$ cat src/hw/rtl/prsp_pkg.sv
// ----------------------------------------------------------------------------
// PWM ramp sequence player package
// Shared constants, codes, types and index helpers of the sequence player.
// ----------------------------------------------------------------------------
`timescale 1ns / 1ps
`default_nettype none

package prsp_pkg;

  localparam int TABLE_DEPTH = 16;
  localparam int IDX_W       = $clog2(TABLE_DEPTH);

  localparam int DIV_STEPS   = 16;
  localparam int DIV_CNT_W   = $clog2(DIV_STEPS + 1);

  typedef logic [IDX_W-1:0] idx_t;

  // Item function codes.
  localparam logic [1:0] FUNC_TICK = 2'd0;
  localparam logic [1:0] FUNC_ON   = 2'd1;
  localparam logic [1:0] FUNC_OFF  = 2'd2;
  localparam logic [1:0] FUNC_LOAD = 2'd3;

  // Table entry command codes.
  localparam logic [2:0] CMD_INITIAL = 3'd0;
  localparam logic [2:0] CMD_SLOPE   = 3'd1;
  localparam logic [2:0] CMD_INSTANT = 3'd2;
  localparam logic [2:0] CMD_END     = 3'd3;
  localparam logic [2:0] CMD_LOOP    = 3'd4;

  typedef enum logic [2:0] {
    PS_IDLE,
    PS_START,
    PS_STOP,
    PS_FIRST,
    PS_HOLD,
    PS_RAMP,
    PS_ADVANCE
  } play_state_e;

  typedef enum logic [1:0] {
    DIR_HOLD,
    DIR_UP,
    DIR_DOWN
  } dir_e;

  typedef enum logic [3:0] {
    SQ_IDLE,
    SQ_EXEC,
    SQ_RAMP,
    SQ_FIRST_A,
    SQ_FIRST_B,
    SQ_ADV_A,
    SQ_ADV_B,
    SQ_PLAN,
    SQ_DIV,
    SQ_EMIT
  } seq_state_e;

  typedef struct packed {
    logic [2:0] cmd;
    logic [7:0] dur;
    logic [7:0] level;
  } entry_t;

  typedef struct packed {
    logic [1:0] func;
    logic [3:0] entry_index;
    logic [2:0] entry_cmd;
    logic [7:0] entry_time;
    logic [7:0] entry_level;
  } in_item_t;

  typedef struct packed {
    logic   en;
    idx_t   addr;
    entry_t data;
  } tab_wr_t;

  typedef struct packed {
    logic en;
    idx_t addr;
  } tab_rd_t;

  typedef struct packed {
    logic        start;
    logic [15:0] dividend;
    logic [7:0]  divisor;
  } div_req_t;

  typedef struct packed {
    logic        busy;
    logic        done;
    logic [15:0] quot;
    logic        rem_nz;
  } div_rsp_t;

  typedef struct packed {
    logic       valid;
    logic       wr;
    logic [7:0] duty;
    logic       busy;
  } res_t;

  function automatic idx_t idx_inc(input idx_t i);
    idx_t r;
    if (i == idx_t'(TABLE_DEPTH - 1)) begin
      r = '0;
    end else begin
      r = i + idx_t'(1);
    end
    return r;
  endfunction

  function automatic idx_t idx_dec(input idx_t i);
    idx_t r;
    if (i == '0) begin
      r = idx_t'(TABLE_DEPTH - 1);
    end else begin
      r = i - idx_t'(1);
    end
    return r;
  endfunction

endpackage

`default_nettype wire

$ cat src/hw/rtl/prsp_if.sv
// ----------------------------------------------------------------------------
// PWM ramp sequence player channels
// Valid/ready interfaces for the item input and the result output.
// ----------------------------------------------------------------------------
`timescale 1ns / 1ps
`default_nettype none

interface prsp_in_if;
  logic       valid;
  logic       ready;
  logic [1:0] func;
  logic [3:0] entry_index;
  logic [2:0] entry_cmd;
  logic [7:0] entry_time;
  logic [7:0] entry_level;

  modport source (
    output valid, func, entry_index, entry_cmd, entry_time, entry_level,
    input  ready
  );
  modport sink (
    input  valid, func, entry_index, entry_cmd, entry_time, entry_level,
    output ready
  );
endinterface

interface prsp_out_if;
  logic       valid;
  logic       ready;
  logic       duty_write;
  logic [7:0] duty_level;
  logic       busy_res;

  modport source (
    output valid, duty_write, duty_level, busy_res,
    input  ready
  );
  modport sink (
    input  valid, duty_write, duty_level, busy_res,
    output ready
  );
endinterface

`default_nettype wire

$ cat src/hw/rtl/prsp_table.sv
// ----------------------------------------------------------------------------
// Pattern table
// One write port and one registered read port over the pattern entries.
// ----------------------------------------------------------------------------
`timescale 1ns / 1ps
`default_nettype none

module prsp_table (
  input  wire logic              clk_i,
  input  wire prsp_pkg::tab_wr_t tab_wr_i,
  input  wire prsp_pkg::tab_rd_t tab_rd_i,
  output prsp_pkg::entry_t       rd_data_o
);

  prsp_pkg::entry_t mem_q [prsp_pkg::TABLE_DEPTH];
  prsp_pkg::entry_t rd_q;

  always_ff @(posedge clk_i) begin
    if (tab_wr_i.en) begin
      mem_q[tab_wr_i.addr] <= tab_wr_i.data;
    end
  end

  always_ff @(posedge clk_i) begin
    if (tab_rd_i.en) begin
      rd_q <= mem_q[tab_rd_i.addr];
    end
  end

  assign rd_data_o = rd_q;

endmodule

`default_nettype wire

$ cat src/hw/rtl/prsp_div.sv
// ----------------------------------------------------------------------------
// Serial divider
// Restoring 16 by 8 bit divider, one quotient bit per cycle.
// ----------------------------------------------------------------------------
`timescale 1ns / 1ps
`default_nettype none

module prsp_div (
  input  wire logic               clk_i,
  input  wire logic               rst_ni,
  input  wire prsp_pkg::div_req_t req_i,
  output prsp_pkg::div_rsp_t      rsp_o
);

  logic [prsp_pkg::DIV_CNT_W-1:0] cnt_q, cnt_d;
  logic                           busy_q, busy_d;
  logic                           done_q, done_d;
  logic [15:0]                    quo_q, quo_d;
  logic [7:0]                     rem_q, rem_d;
  logic [7:0]                     dvs_q, dvs_d;
  logic [8:0]                     shifted;
  logic [8:0]                     diff;
  logic                           fits;

  assign shifted = {rem_q, quo_q[15]};
  assign diff    = shifted - {1'b0, dvs_q};
  assign fits    = shifted >= {1'b0, dvs_q};

  always_comb begin
    cnt_d  = cnt_q;
    busy_d = busy_q;
    done_d = 1'b0;
    quo_d  = quo_q;
    rem_d  = rem_q;
    dvs_d  = dvs_q;
    if (req_i.start) begin
      cnt_d  = prsp_pkg::DIV_CNT_W'(prsp_pkg::DIV_STEPS);
      busy_d = 1'b1;
      quo_d  = req_i.dividend;
      rem_d  = '0;
      dvs_d  = req_i.divisor;
    end else if (busy_q) begin
      // The remainder stays below the divisor, so eight bits hold it.
      rem_d = fits ? diff[7:0] : shifted[7:0];
      quo_d = {quo_q[14:0], fits};
      cnt_d = cnt_q - prsp_pkg::DIV_CNT_W'(1);
      if (cnt_q == prsp_pkg::DIV_CNT_W'(1)) begin
        busy_d = 1'b0;
        done_d = 1'b1;
      end
    end
  end

  always_ff @(posedge clk_i or negedge rst_ni) begin
    if (!rst_ni) begin
      cnt_q  <= '0;
      busy_q <= 1'b0;
      done_q <= 1'b0;
    end else begin
      cnt_q  <= cnt_d;
      busy_q <= busy_d;
      done_q <= done_d;
    end
  end

  always_ff @(posedge clk_i) begin
    quo_q <= quo_d;
    rem_q <= rem_d;
    dvs_q <= dvs_d;
  end

  assign rsp_o.busy   = busy_q;
  assign rsp_o.done   = done_q;
  assign rsp_o.quot   = quo_q;
  assign rsp_o.rem_nz = rem_q != '0;

endmodule

`default_nettype wire

$ cat src/hw/rtl/prsp_seq.sv
// ----------------------------------------------------------------------------
// Sequence player control
// Per-item sequencer holding the playback state, ramp datapath and planning.
// ----------------------------------------------------------------------------
`timescale 1ns / 1ps
`default_nettype none

module prsp_seq (
  input  wire logic               clk_i,
  input  wire logic               rst_ni,
  input  wire logic               in_valid_i,
  output logic                    in_ready_o,
  input  wire prsp_pkg::in_item_t item_i,
  input  wire logic               emit_ok_i,
  output prsp_pkg::res_t          res_o,
  output prsp_pkg::tab_wr_t       tab_wr_o,
  output prsp_pkg::tab_rd_t       tab_rd_o,
  input  wire prsp_pkg::entry_t   rd_data_i,
  output prsp_pkg::div_req_t      div_req_o,
  input  wire prsp_pkg::div_rsp_t div_rsp_i
);

  prsp_pkg::seq_state_e  seq_q, seq_d;
  prsp_pkg::play_state_e play_q, play_d;
  prsp_pkg::dir_e        dir_q, dir_d;
  prsp_pkg::idx_t        ptr_q, ptr_d;
  logic [15:0]           ramp_q, ramp_d;
  logic [7:0]            tgt_q, tgt_d;
  logic signed [16:0]    step_q, step_d;
  logic [7:0]            hold_q, hold_d;

  prsp_pkg::in_item_t    item_q, item_d;
  prsp_pkg::entry_t      ent_q, ent_d;
  logic [7:0]            from_q, from_d;
  logic                  first_q, first_d;
  logic                  neg_q, neg_d;
  logic                  res_wr_q, res_wr_d;
  logic [7:0]            res_duty_q, res_duty_d;

  logic                  accept;
  logic                  plan_direct;
  logic signed [8:0]     plan_diff;
  logic                  plan_neg;
  logic [7:0]            plan_mag;
  prsp_pkg::dir_e        plan_dir;
  logic signed [17:0]    ramp_sum;
  logic [15:0]           ramp_clip;
  logic [15:0]           tgt_fix;
  logic                  ramp_hit;
  logic [7:0]            hold_next;
  logic [15:0]           quot_up;

  assign accept = in_valid_i && in_ready_o;

  // Segment planning from the start level toward the latched target entry.
  assign plan_diff   = $signed({1'b0, ent_q.level}) - $signed({1'b0, from_q});
  assign plan_neg    = ent_q.level < from_q;
  assign plan_mag    = plan_neg ? (from_q - ent_q.level) : (ent_q.level - from_q);
  assign plan_dir    = (ent_q.level == from_q) ? prsp_pkg::DIR_HOLD :
                       (plan_neg ? prsp_pkg::DIR_DOWN : prsp_pkg::DIR_UP);
  assign plan_direct = (ent_q.dur == 8'd0) || (ent_q.cmd == prsp_pkg::CMD_INSTANT);

  // One ramp tick, saturated to the unsigned 8.8 range.
  assign ramp_sum = $signed({2'b00, ramp_q}) + $signed({step_q[16], step_q});
  always_comb begin
    if (ramp_sum < 0) begin
      ramp_clip = 16'h0000;
    end else if (ramp_sum[17:16] != 2'b00) begin
      ramp_clip = 16'hffff;
    end else begin
      ramp_clip = ramp_sum[15:0];
    end
  end
  assign tgt_fix  = {tgt_q, 8'h00};
  assign ramp_hit = ((dir_q == prsp_pkg::DIR_DOWN) && (ramp_clip <= tgt_fix)) ||
                    ((dir_q == prsp_pkg::DIR_UP) && (ramp_clip >= tgt_fix));

  // A hold of zero ticks ends on the same tick as a hold of one.
  assign hold_next = (hold_q != 8'd0) ? (hold_q - 8'd1) : 8'd0;

  // Rounded-up quotient; it cannot overflow since the dividend is at most
  // 255 * 256.
  assign quot_up = div_rsp_i.quot + {15'd0, div_rsp_i.rem_nz};

  // Sequencer next state.
  always_comb begin
    seq_d = seq_q;
    unique case (seq_q)
      prsp_pkg::SQ_IDLE: begin
        if (accept) begin
          seq_d = prsp_pkg::SQ_EXEC;
        end
      end
      prsp_pkg::SQ_EXEC: begin
        seq_d = prsp_pkg::SQ_EMIT;
        if (item_q.func == prsp_pkg::FUNC_TICK) begin
          unique case (play_q)
            prsp_pkg::PS_FIRST:   seq_d = prsp_pkg::SQ_FIRST_A;
            prsp_pkg::PS_RAMP:    seq_d = prsp_pkg::SQ_RAMP;
            prsp_pkg::PS_ADVANCE: seq_d = prsp_pkg::SQ_ADV_A;
            default:              seq_d = prsp_pkg::SQ_EMIT;
          endcase
        end
      end
      prsp_pkg::SQ_RAMP:    seq_d = prsp_pkg::SQ_EMIT;
      prsp_pkg::SQ_FIRST_A: seq_d = prsp_pkg::SQ_FIRST_B;
      prsp_pkg::SQ_FIRST_B: seq_d = prsp_pkg::SQ_PLAN;
      prsp_pkg::SQ_ADV_A: begin
        if ((rd_data_i.cmd == prsp_pkg::CMD_END) ||
            (rd_data_i.cmd == prsp_pkg::CMD_LOOP)) begin
          seq_d = prsp_pkg::SQ_EMIT;
        end else begin
          seq_d = prsp_pkg::SQ_ADV_B;
        end
      end
      prsp_pkg::SQ_ADV_B: seq_d = prsp_pkg::SQ_PLAN;
      prsp_pkg::SQ_PLAN:  seq_d = plan_direct ? prsp_pkg::SQ_EMIT : prsp_pkg::SQ_DIV;
      prsp_pkg::SQ_DIV: begin
        if (div_rsp_i.done) begin
          seq_d = prsp_pkg::SQ_EMIT;
        end
      end
      prsp_pkg::SQ_EMIT: begin
        if (emit_ok_i) begin
          seq_d = prsp_pkg::SQ_IDLE;
        end
      end
      default: seq_d = prsp_pkg::SQ_IDLE;
    endcase
  end

  // Datapath and control outputs.
  always_comb begin
    play_d     = play_q;
    dir_d      = dir_q;
    ptr_d      = ptr_q;
    ramp_d     = ramp_q;
    tgt_d      = tgt_q;
    step_d     = step_q;
    hold_d     = hold_q;
    item_d     = item_q;
    ent_d      = ent_q;
    from_d     = from_q;
    first_d    = first_q;
    neg_d      = neg_q;
    res_wr_d   = res_wr_q;
    res_duty_d = res_duty_q;

    tab_wr_o.en   = 1'b0;
    tab_wr_o.addr = item_q.entry_index[prsp_pkg::IDX_W-1:0];
    tab_wr_o.data = '{cmd: item_q.entry_cmd, dur: item_q.entry_time,
                      level: item_q.entry_level};
    tab_rd_o.en   = 1'b0;
    tab_rd_o.addr = ptr_q;

    div_req_o.start    = 1'b0;
    div_req_o.dividend = {plan_mag, 8'h00};
    div_req_o.divisor  = ent_q.dur;

    unique case (seq_q)
      prsp_pkg::SQ_IDLE: begin
        if (accept) begin
          item_d = item_i;
        end
      end
      prsp_pkg::SQ_EXEC: begin
        res_wr_d   = 1'b0;
        res_duty_d = 8'd0;
        unique case (item_q.func)
          prsp_pkg::FUNC_ON:   play_d = prsp_pkg::PS_START;
          prsp_pkg::FUNC_OFF:  play_d = prsp_pkg::PS_STOP;
          prsp_pkg::FUNC_LOAD: tab_wr_o.en = 1'b1;
          default: begin
            unique case (play_q)
              prsp_pkg::PS_START, prsp_pkg::PS_STOP: begin
                ptr_d    = '0;
                ramp_d   = '0;
                res_wr_d = 1'b1;
                play_d   = (play_q == prsp_pkg::PS_START) ? prsp_pkg::PS_FIRST :
                                                            prsp_pkg::PS_IDLE;
              end
              prsp_pkg::PS_HOLD: begin
                hold_d = hold_next;
                if (hold_next == 8'd0) begin
                  play_d = prsp_pkg::PS_ADVANCE;
                end
              end
              prsp_pkg::PS_FIRST, prsp_pkg::PS_RAMP: begin
                tab_rd_o.en = 1'b1;
              end
              prsp_pkg::PS_ADVANCE: begin
                tab_rd_o.en   = 1'b1;
                tab_rd_o.addr = prsp_pkg::idx_inc(ptr_q);
              end
              default: ;
            endcase
          end
        endcase
      end
      prsp_pkg::SQ_RAMP: begin
        ramp_d     = ramp_clip;
        res_wr_d   = 1'b1;
        res_duty_d = ramp_hit ? tgt_q : ramp_clip[15:8];
        if (ramp_hit) begin
          play_d = prsp_pkg::PS_ADVANCE;
        end
        // The current entry, not the target, decides the instant hold.
        if (rd_data_i.cmd == prsp_pkg::CMD_INSTANT) begin
          play_d = prsp_pkg::PS_HOLD;
        end
      end
      prsp_pkg::SQ_FIRST_A: begin
        ramp_d        = {rd_data_i.level, 8'h00};
        res_wr_d      = 1'b1;
        res_duty_d    = rd_data_i.level;
        from_d        = rd_data_i.level;
        first_d       = 1'b1;
        tab_rd_o.en   = 1'b1;
        tab_rd_o.addr = prsp_pkg::idx_inc(ptr_q);
      end
      prsp_pkg::SQ_FIRST_B: begin
        ent_d = rd_data_i;
      end
      prsp_pkg::SQ_ADV_A: begin
        ptr_d = prsp_pkg::idx_inc(ptr_q);
        if (rd_data_i.cmd == prsp_pkg::CMD_END) begin
          play_d = prsp_pkg::PS_IDLE;
        end else if (rd_data_i.cmd == prsp_pkg::CMD_LOOP) begin
          ptr_d  = '0;
          play_d = prsp_pkg::PS_FIRST;
        end else begin
          ent_d         = rd_data_i;
          first_d       = 1'b0;
          tab_rd_o.en   = 1'b1;
          tab_rd_o.addr = prsp_pkg::idx_dec(prsp_pkg::idx_inc(ptr_q));
        end
      end
      prsp_pkg::SQ_ADV_B: begin
        from_d = rd_data_i.level;
      end
      prsp_pkg::SQ_PLAN: begin
        tgt_d  = ent_q.level;
        hold_d = ent_q.dur;
        dir_d  = plan_dir;
        neg_d  = plan_neg;
        if ((plan_dir == prsp_pkg::DIR_HOLD) ||
            (first_q && (ent_q.cmd == prsp_pkg::CMD_INSTANT))) begin
          play_d = prsp_pkg::PS_HOLD;
        end else begin
          play_d = prsp_pkg::PS_RAMP;
        end
        if (plan_direct) begin
          step_d = {plan_diff, 8'h00};
        end else begin
          div_req_o.start = 1'b1;
        end
      end
      prsp_pkg::SQ_DIV: begin
        if (div_rsp_i.done) begin
          step_d = neg_q ? -$signed({1'b0, quot_up}) : $signed({1'b0, quot_up});
        end
      end
      default: ;
    endcase
  end

  always_ff @(posedge clk_i or negedge rst_ni) begin
    if (!rst_ni) begin
      seq_q  <= prsp_pkg::SQ_IDLE;
      play_q <= prsp_pkg::PS_IDLE;
      dir_q  <= prsp_pkg::DIR_HOLD;
      ptr_q  <= '0;
      ramp_q <= '0;
      tgt_q  <= '0;
      step_q <= '0;
      hold_q <= '0;
    end else begin
      seq_q  <= seq_d;
      play_q <= play_d;
      dir_q  <= dir_d;
      ptr_q  <= ptr_d;
      ramp_q <= ramp_d;
      tgt_q  <= tgt_d;
      step_q <= step_d;
      hold_q <= hold_d;
    end
  end

  always_ff @(posedge clk_i) begin
    item_q     <= item_d;
    ent_q      <= ent_d;
    from_q     <= from_d;
    first_q    <= first_d;
    neg_q      <= neg_d;
    res_wr_q   <= res_wr_d;
    res_duty_q <= res_duty_d;
  end

  assign in_ready_o  = seq_q == prsp_pkg::SQ_IDLE;
  assign res_o.valid = seq_q == prsp_pkg::SQ_EMIT;
  assign res_o.wr    = res_wr_q;
  assign res_o.duty  = res_duty_q;
  assign res_o.busy  = play_q != prsp_pkg::PS_IDLE;

endmodule

`default_nettype wire

$ cat src/hw/rtl/pwm_ramp_sequence_player.sv
// ----------------------------------------------------------------------------
// PWM ramp sequence player
// Loads a pattern table and plays it back on ticks as PWM duty levels.
//
// Every input transaction (tick, switch on, switch off or table load) gives
// exactly one output transaction carrying the duty write flag, the duty level
// and the busy flag. The block handles one transaction at a time: a load, a
// switch command or a tick that only holds goes through the execute and emit
// states; a tick that reads the table also goes through the read states;
// a tick that plans a new sloped segment also waits for the serial divider,
// which works out the ramp step one quotient bit per cycle.
// Table reads go through a single registered read port, one entry per cycle.
// A finished result waits in the output register, and the next transaction
// is accepted meanwhile; it stalls only at its own result. Table entries that
// were never loaded read as whatever the memory holds.
// ----------------------------------------------------------------------------
`timescale 1ns / 1ps
`default_nettype none

module pwm_ramp_sequence_player (
  input  wire logic   clk_i,
  input  wire logic   rst_ni,
  prsp_in_if.sink     in_i,
  prsp_out_if.source  out_o
);

  prsp_pkg::in_item_t item;
  prsp_pkg::res_t     res;
  prsp_pkg::tab_wr_t  tab_wr;
  prsp_pkg::tab_rd_t  tab_rd;
  prsp_pkg::entry_t   rd_data;
  prsp_pkg::div_req_t div_req;
  prsp_pkg::div_rsp_t div_rsp;
  logic               seq_ready;
  logic               emit_ok;

  logic               out_valid_q, out_valid_d;
  logic               out_wr_q, out_wr_d;
  logic [7:0]         out_duty_q, out_duty_d;
  logic               out_busy_q, out_busy_d;

  assign item = '{func: in_i.func, entry_index: in_i.entry_index,
                  entry_cmd: in_i.entry_cmd, entry_time: in_i.entry_time,
                  entry_level: in_i.entry_level};

  // The sequencer may hand over its result when the output register is empty
  // or is being emptied in this same cycle.
  assign emit_ok = !out_valid_q || out_o.ready;

  prsp_seq u_seq (
    .clk_i      (clk_i),
    .rst_ni     (rst_ni),
    .in_valid_i (in_i.valid),
    .in_ready_o (seq_ready),
    .item_i     (item),
    .emit_ok_i  (emit_ok),
    .res_o      (res),
    .tab_wr_o   (tab_wr),
    .tab_rd_o   (tab_rd),
    .rd_data_i  (rd_data),
    .div_req_o  (div_req),
    .div_rsp_i  (div_rsp)
  );

  prsp_table u_table (
    .clk_i     (clk_i),
    .tab_wr_i  (tab_wr),
    .tab_rd_i  (tab_rd),
    .rd_data_o (rd_data)
  );

  prsp_div u_div (
    .clk_i  (clk_i),
    .rst_ni (rst_ni),
    .req_i  (div_req),
    .rsp_o  (div_rsp)
  );

  // Output register: it holds one finished result until the sink takes it.
  always_comb begin
    out_valid_d = out_valid_q;
    out_wr_d    = out_wr_q;
    out_duty_d  = out_duty_q;
    out_busy_d  = out_busy_q;
    if (res.valid && emit_ok) begin
      out_valid_d = 1'b1;
      out_wr_d    = res.wr;
      out_duty_d  = res.duty;
      out_busy_d  = res.busy;
    end else if (out_o.ready) begin
      out_valid_d = 1'b0;
    end
  end

  always_ff @(posedge clk_i or negedge rst_ni) begin
    if (!rst_ni) begin
      out_valid_q <= 1'b0;
    end else begin
      out_valid_q <= out_valid_d;
    end
  end

  always_ff @(posedge clk_i) begin
    out_wr_q   <= out_wr_d;
    out_duty_q <= out_duty_d;
    out_busy_q <= out_busy_d;
  end

  assign in_i.ready       = seq_ready;
  assign out_o.valid      = out_valid_q;
  assign out_o.duty_write = out_wr_q;
  assign out_o.duty_level = out_duty_q;
  assign out_o.busy_res   = out_busy_q;

  // After a transaction is taken, the sequencer leaves idle and drops input ready.
  a_ready_drops: assert property (
    @(posedge clk_i) disable iff (!rst_ni)
    in_i.valid && in_i.ready |=> !in_i.ready
  ) else $error("input ready stayed high after an accepted transaction");

  // A result without a duty write always carries duty level zero.
  a_quiet_duty: assert property (
    @(posedge clk_i) disable iff (!rst_ni)
    out_o.valid && !out_o.duty_write |-> out_o.duty_level == 8'd0
  ) else $error("duty level not zero on a result without a duty write");

  // The divider is only started when it is free.
  a_div_free: assert property (
    @(posedge clk_i) disable iff (!rst_ni)
    div_req.start |-> !div_rsp.busy
  ) else $error("divider started while still busy");

  // A result handed over by the sequencer is visible in the next cycle.
  a_result_loaded: assert property (
    @(posedge clk_i) disable iff (!rst_ni)
    res.valid && emit_ok |=> out_o.valid
  ) else $error("handed-over result missing from the output register");

endmodule

`default_nettype wire
$ cat src/flat_wrapper.sv
// flat-port wrapper written by rule: the top's interface ports become plain ports
module pwm_ramp_sequence_player_flat 
  (clk_i, rst_ni, in_i_valid, in_i_func, in_i_entry_index, in_i_entry_cmd, in_i_entry_time, in_i_entry_level, in_i_ready, out_o_valid, out_o_duty_write, out_o_duty_level, out_o_busy_res, out_o_ready);
  prsp_in_if in_i_i ();
  prsp_out_if out_o_i ();
  input  wire logic clk_i;
  input  wire logic rst_ni;
  input wire logic [$bits(in_i_i.valid)-1:0] in_i_valid;
  input wire logic [$bits(in_i_i.func)-1:0] in_i_func;
  input wire logic [$bits(in_i_i.entry_index)-1:0] in_i_entry_index;
  input wire logic [$bits(in_i_i.entry_cmd)-1:0] in_i_entry_cmd;
  input wire logic [$bits(in_i_i.entry_time)-1:0] in_i_entry_time;
  input wire logic [$bits(in_i_i.entry_level)-1:0] in_i_entry_level;
  output wire logic [$bits(in_i_i.ready)-1:0] in_i_ready;
  output wire logic [$bits(out_o_i.valid)-1:0] out_o_valid;
  output wire logic [$bits(out_o_i.duty_write)-1:0] out_o_duty_write;
  output wire logic [$bits(out_o_i.duty_level)-1:0] out_o_duty_level;
  output wire logic [$bits(out_o_i.busy_res)-1:0] out_o_busy_res;
  input wire logic [$bits(out_o_i.ready)-1:0] out_o_ready;
  assign in_i_i.valid = in_i_valid;
  assign in_i_i.func = in_i_func;
  assign in_i_i.entry_index = in_i_entry_index;
  assign in_i_i.entry_cmd = in_i_entry_cmd;
  assign in_i_i.entry_time = in_i_entry_time;
  assign in_i_i.entry_level = in_i_entry_level;
  assign in_i_ready = in_i_i.ready;
  assign out_o_valid = out_o_i.valid;
  assign out_o_duty_write = out_o_i.duty_write;
  assign out_o_duty_level = out_o_i.duty_level;
  assign out_o_busy_res = out_o_i.busy_res;
  assign out_o_i.ready = out_o_ready;
  pwm_ramp_sequence_player u_core (.clk_i(clk_i), .rst_ni(rst_ni), .in_i(in_i_i), .out_o(out_o_i));
endmodule
$ cat config.mk
export PLATFORM = sky130hd
export DESIGN_NAME = pwm_ramp_sequence_player_flat
export DESIGN_NICKNAME = d
export VERILOG_FILES = /design/src/hw/rtl/prsp_pkg.sv /design/src/hw/rtl/prsp_if.sv /design/src/hw/rtl/prsp_table.sv /design/src/hw/rtl/prsp_div.sv /design/src/hw/rtl/prsp_seq.sv /design/src/hw/rtl/pwm_ramp_sequence_player.sv /design/src/flat_wrapper.sv
export SDC_FILE = /design/constraint.sdc
export NUM_CORES = 1
export LEC_CHECK = 0
export BUFFER_PORTS_ARGS = -buffer_cell sky130_fd_sc_hd__buf_2
export CAP_MARGIN = 5
export CELL_PAD_IN_SITES_DETAIL_PLACEMENT = 1
export CELL_PAD_IN_SITES_GLOBAL_PLACEMENT = 1
export CORE_ASPECT_RATIO = 0.75
export CORE_MARGIN = 2
export CORE_UTILIZATION = 57
export CTS_CLUSTER_SIZE = 10
export DETAILED_ROUTE_END_ITERATION = 6
export HOLD_SLACK_MARGIN = 0.06
export PLACE_DENSITY_LB_ADDON = 0.15
export SETUP_SLACK_MARGIN = 0.3
export SYNTH_ARGS = -nofsm -noshare
export SYNTH_HDL_FRONTEND = slang
export SYNTH_HIERARCHICAL = 1
export SYNTH_SLANG_ARGS = --single-unit
$ cat constraint.sdc
create_clock -name clk_i -period 7 [get_ports clk_i]
set_input_delay 1.75 -clock clk_i [delete_from_list [all_inputs] [get_ports clk_i]]
set_output_delay 1.75 -clock clk_i [all_outputs]
set_load 0.05 [all_outputs]
==> key figures <==
Global route
  • Gr usage total: 29.8%
  • Largest net degree at the start of global routing: 77
  • GRT overflow: 0
  • Initial antenna violation count: 0
  • First-pass GRT wire length: 93200 um
  • Number of global-route vias before repair: 14700

Timing
  • Setup slack after layout: 1.57 ns
  • Hold Fails Final Rpt: 0
  • Final setup viols: 0
  • Fin crit share: 77.5%
  • Setup TNS: 0 ns
  • Final Max Slew Viols: 0
  • Relative slew slack: 8.00%
  • Hold Slack: 0.441 ns
  • Fin crit period: 5.43 ns
  • Unrepaired setup endpoints after global routing: no
  • Clock Skew: 0.0125 ns
  • Measured slew at the worst slew-check pin: 1.37 ns
  • Maximum clock rate: 184 MHz

Power
  • Maximum vdd drop: 0.216 mV
  • Comb pwr share: 14.1%
  • Psw: 1.92 mW
  • Sequential fraction of design power: 49.2%
  • PD cells: 288 mW/mm2
  • Static Leak: 8.96 nW
  • Clock Power Share: 36.7%
  • Sw frac: 26.4%
  • Internal: 5.35 mW
  • Total power: 7.27 mW

Floorplanning
  • Core area: 0.0396 mm2
  • Die span in y: 178 um
  • Row count: 63
  • Die Wd: 236 um
  • Die ar.: 0.0419 mm2
  • I/O Pins: 41
  • Starting density of the core: 57.9%

Layout
  • Final #Nets: 1744
  • Seq. cell area: 0.0145 mm2
  • Area of the multi-input gates: 0.00771 mm2
  • Fin cells: 2206
  • Fin util: 63.6%
  • Antenna Cells: 0
  • FILL cells: 3670
  • Area grow syn2layout: 9.69%
  • Layout cells sized above 1: 16.1%
  • Post-route design area: 0.0252 mm2

Detailed routing
  • Drt pass-1 iters: 5
  • Vias: 14200
  • DR iter-0 viols: 1420
  • Average wire per standard cell: 27.9 um
  • DRC: 0
  • Antenna-violating nets left: 0
  • Detailed Route WL: 61500 um
  • Via/cell ratio: 6.45

Placed design
  • Dpl cell area: 0.0236 mm2
  • DP Worst Slack: 1.72 ns
  • Placer Congestion: 0.864
  • Hpwl dp: 39700 um
  • Count of buffers from port buffering: 40
  • Inst Count DP: 2113

Clock network
  • CTS root buffer: clkbuf_16
  • Hold_buf cts: 0
  • CTS sink count: 498
  • Post-CTS sizing: 0
  • Maximum clock path buffer count: 3
  • Cts bufs inserted: 56
  • H-Tree Depth: 2
  • Worst skew pair latency: 0.59 ns
  • Worst-path clk slew: 0.06 ns
  • TritonCTS clock tree: built
  • Setup bufs post-CTS: 0

Worst setup path
  • Nature of the critical path endpoint: flip-flop
  • Worst endpoint required time: 7.46 ns
  • CP Max Fanout: 11
  • Crit Path Category: flip-flop to flip-flop
  • Arrival time worst endpoint: 5.89 ns
  • Critical Path Source Type: flip-flop
  • R2r worst-path depth: 15

Logic synthesis
  • YS warnings: 6
  • Syn Inst Count: 1626
  • Cell Area, Synth: 0.0230 mm2
  • Syn_area_per_cell: 14.1 um2

Run status
  • Status: finished, final reports clean

Hold path
  • Hold depth: 0
  • Worst min path class: flip-flop to flip-flop

Job
  • Max_cap viols: 0
[layout by cell type (no fill, tap or decap), drive strengths merged, types with 20 or more instances in the layout]
cell,count
nand2,119
clkbuf,90
dfrtp,70
o21ai,102
mux4,76
a21oi,64
mux2i,31
mux2,21
buf,70
nor2,99
nor3,25
a22oi,43
nor2b,20
nand2b,29
xnor2,42
xor2,22
ha,60
inv,63
nand3,22
edfxtp,420
[worst paths after layout]
| path | start | endpoint | slack [ns] |
|---|---|---|---|
| worst min register to register | u_core/u_seq/res_wr_q | u_core/out_o.duty_write | 0.44 |
| worst max-delay path | u_core/u_seq/ramp_q[1] | u_core/u_seq/play_q[2] | 1.57 |
| worst max register to register | u_core/u_seq/ramp_q[1] | u_core/u_seq/play_q[2] | 1.57 |
| min in group asynchronous | rst_ni | u_core/u_div/done_q | 0.99 |
| max in group asynchronous | rst_ni | u_core/u_seq/step_q[0] | 4.87 |
| worst min-delay path | u_core/u_seq/res_wr_q | u_core/out_o.duty_write | 0.44 |
[per-layer routing]
metal	track usage [%]	vias up	wire [um]
met5	0	-	0
met4	8.73	0	1670
met3	5.71	116	4570
met2	46.3	606	28000
met1	43.4	7342	27200
li1	-	6171	-
[state kept, by name (all words and copies together), names as in the netlist, 3 cells and up]
name                      flops
u_core/u_div/dvs_q            8
u_core/u_seq/tab_wr_o        23
u_core/u_seq/seq_q            4
u_core/u_seq/ent_q           11
u_core/u_table/rd_data_o     19
u_core/u_div/quo_q           16
u_core/u_table/mem_q        304
u_core/u_seq/res_duty_q       8
u_core/out_o.duty_level       8
u_core/u_seq/step_q          17
u_core/u_seq/ptr_q            4
u_core/u_seq/div_req_o        8
u_core/u_div/cnt_q            5
u_core/u_seq/play_q           3
u_core/u_seq/from_q           8
u_core/u_seq/ramp_q          16
u_core/u_div/rem_q            8
u_core/u_seq/tgt_q            8
u_core/u_seq/hold_q           8
[power groups by stage]
stage | clock network (mW) | logic, mW | registers (mW)
floorplan | 0 | 0.800 | 3.55
global placement | 0 | 0.968 | 3.61
detailed placement | 0 | 1.01 | 3.63
CTS | 2.70 | 1.03 | 3.57
global route | 2.81 | 1.10 | 3.59
finish | 2.66 | 1.03 | 3.58
[worst max-delay path: stages, from the launching register on]
cell       delay (ns)
dfrtp_1          0.40
ha_1             0.30
a211oi_1         0.39
o21ai_0          0.17
o2bb2ai_1        0.22
a211oi_1         1.15
a21oi_1          0.26
ha_1             0.42
a2111oi_0        0.41
a21o_1           0.19
a21oi_1          0.12
and3b_1          0.25
o32ai_4          0.17
nand3_4          0.25
a21oi_2          0.26
mux2_1           0.35
[area by class of cell]
type | count | share of cell area [%]
inverter | 61 | 0.909
clock inverter | 3 | 0.179
multi-input combinational | 964 | 30.6
tap | 520 | 2.58
sequential | 498 | 57.6
clock buffer | 90 | 6.23
timing repair buffer | 70 | 1.88
No activity file was read; power rests on OpenSTA's default activity.
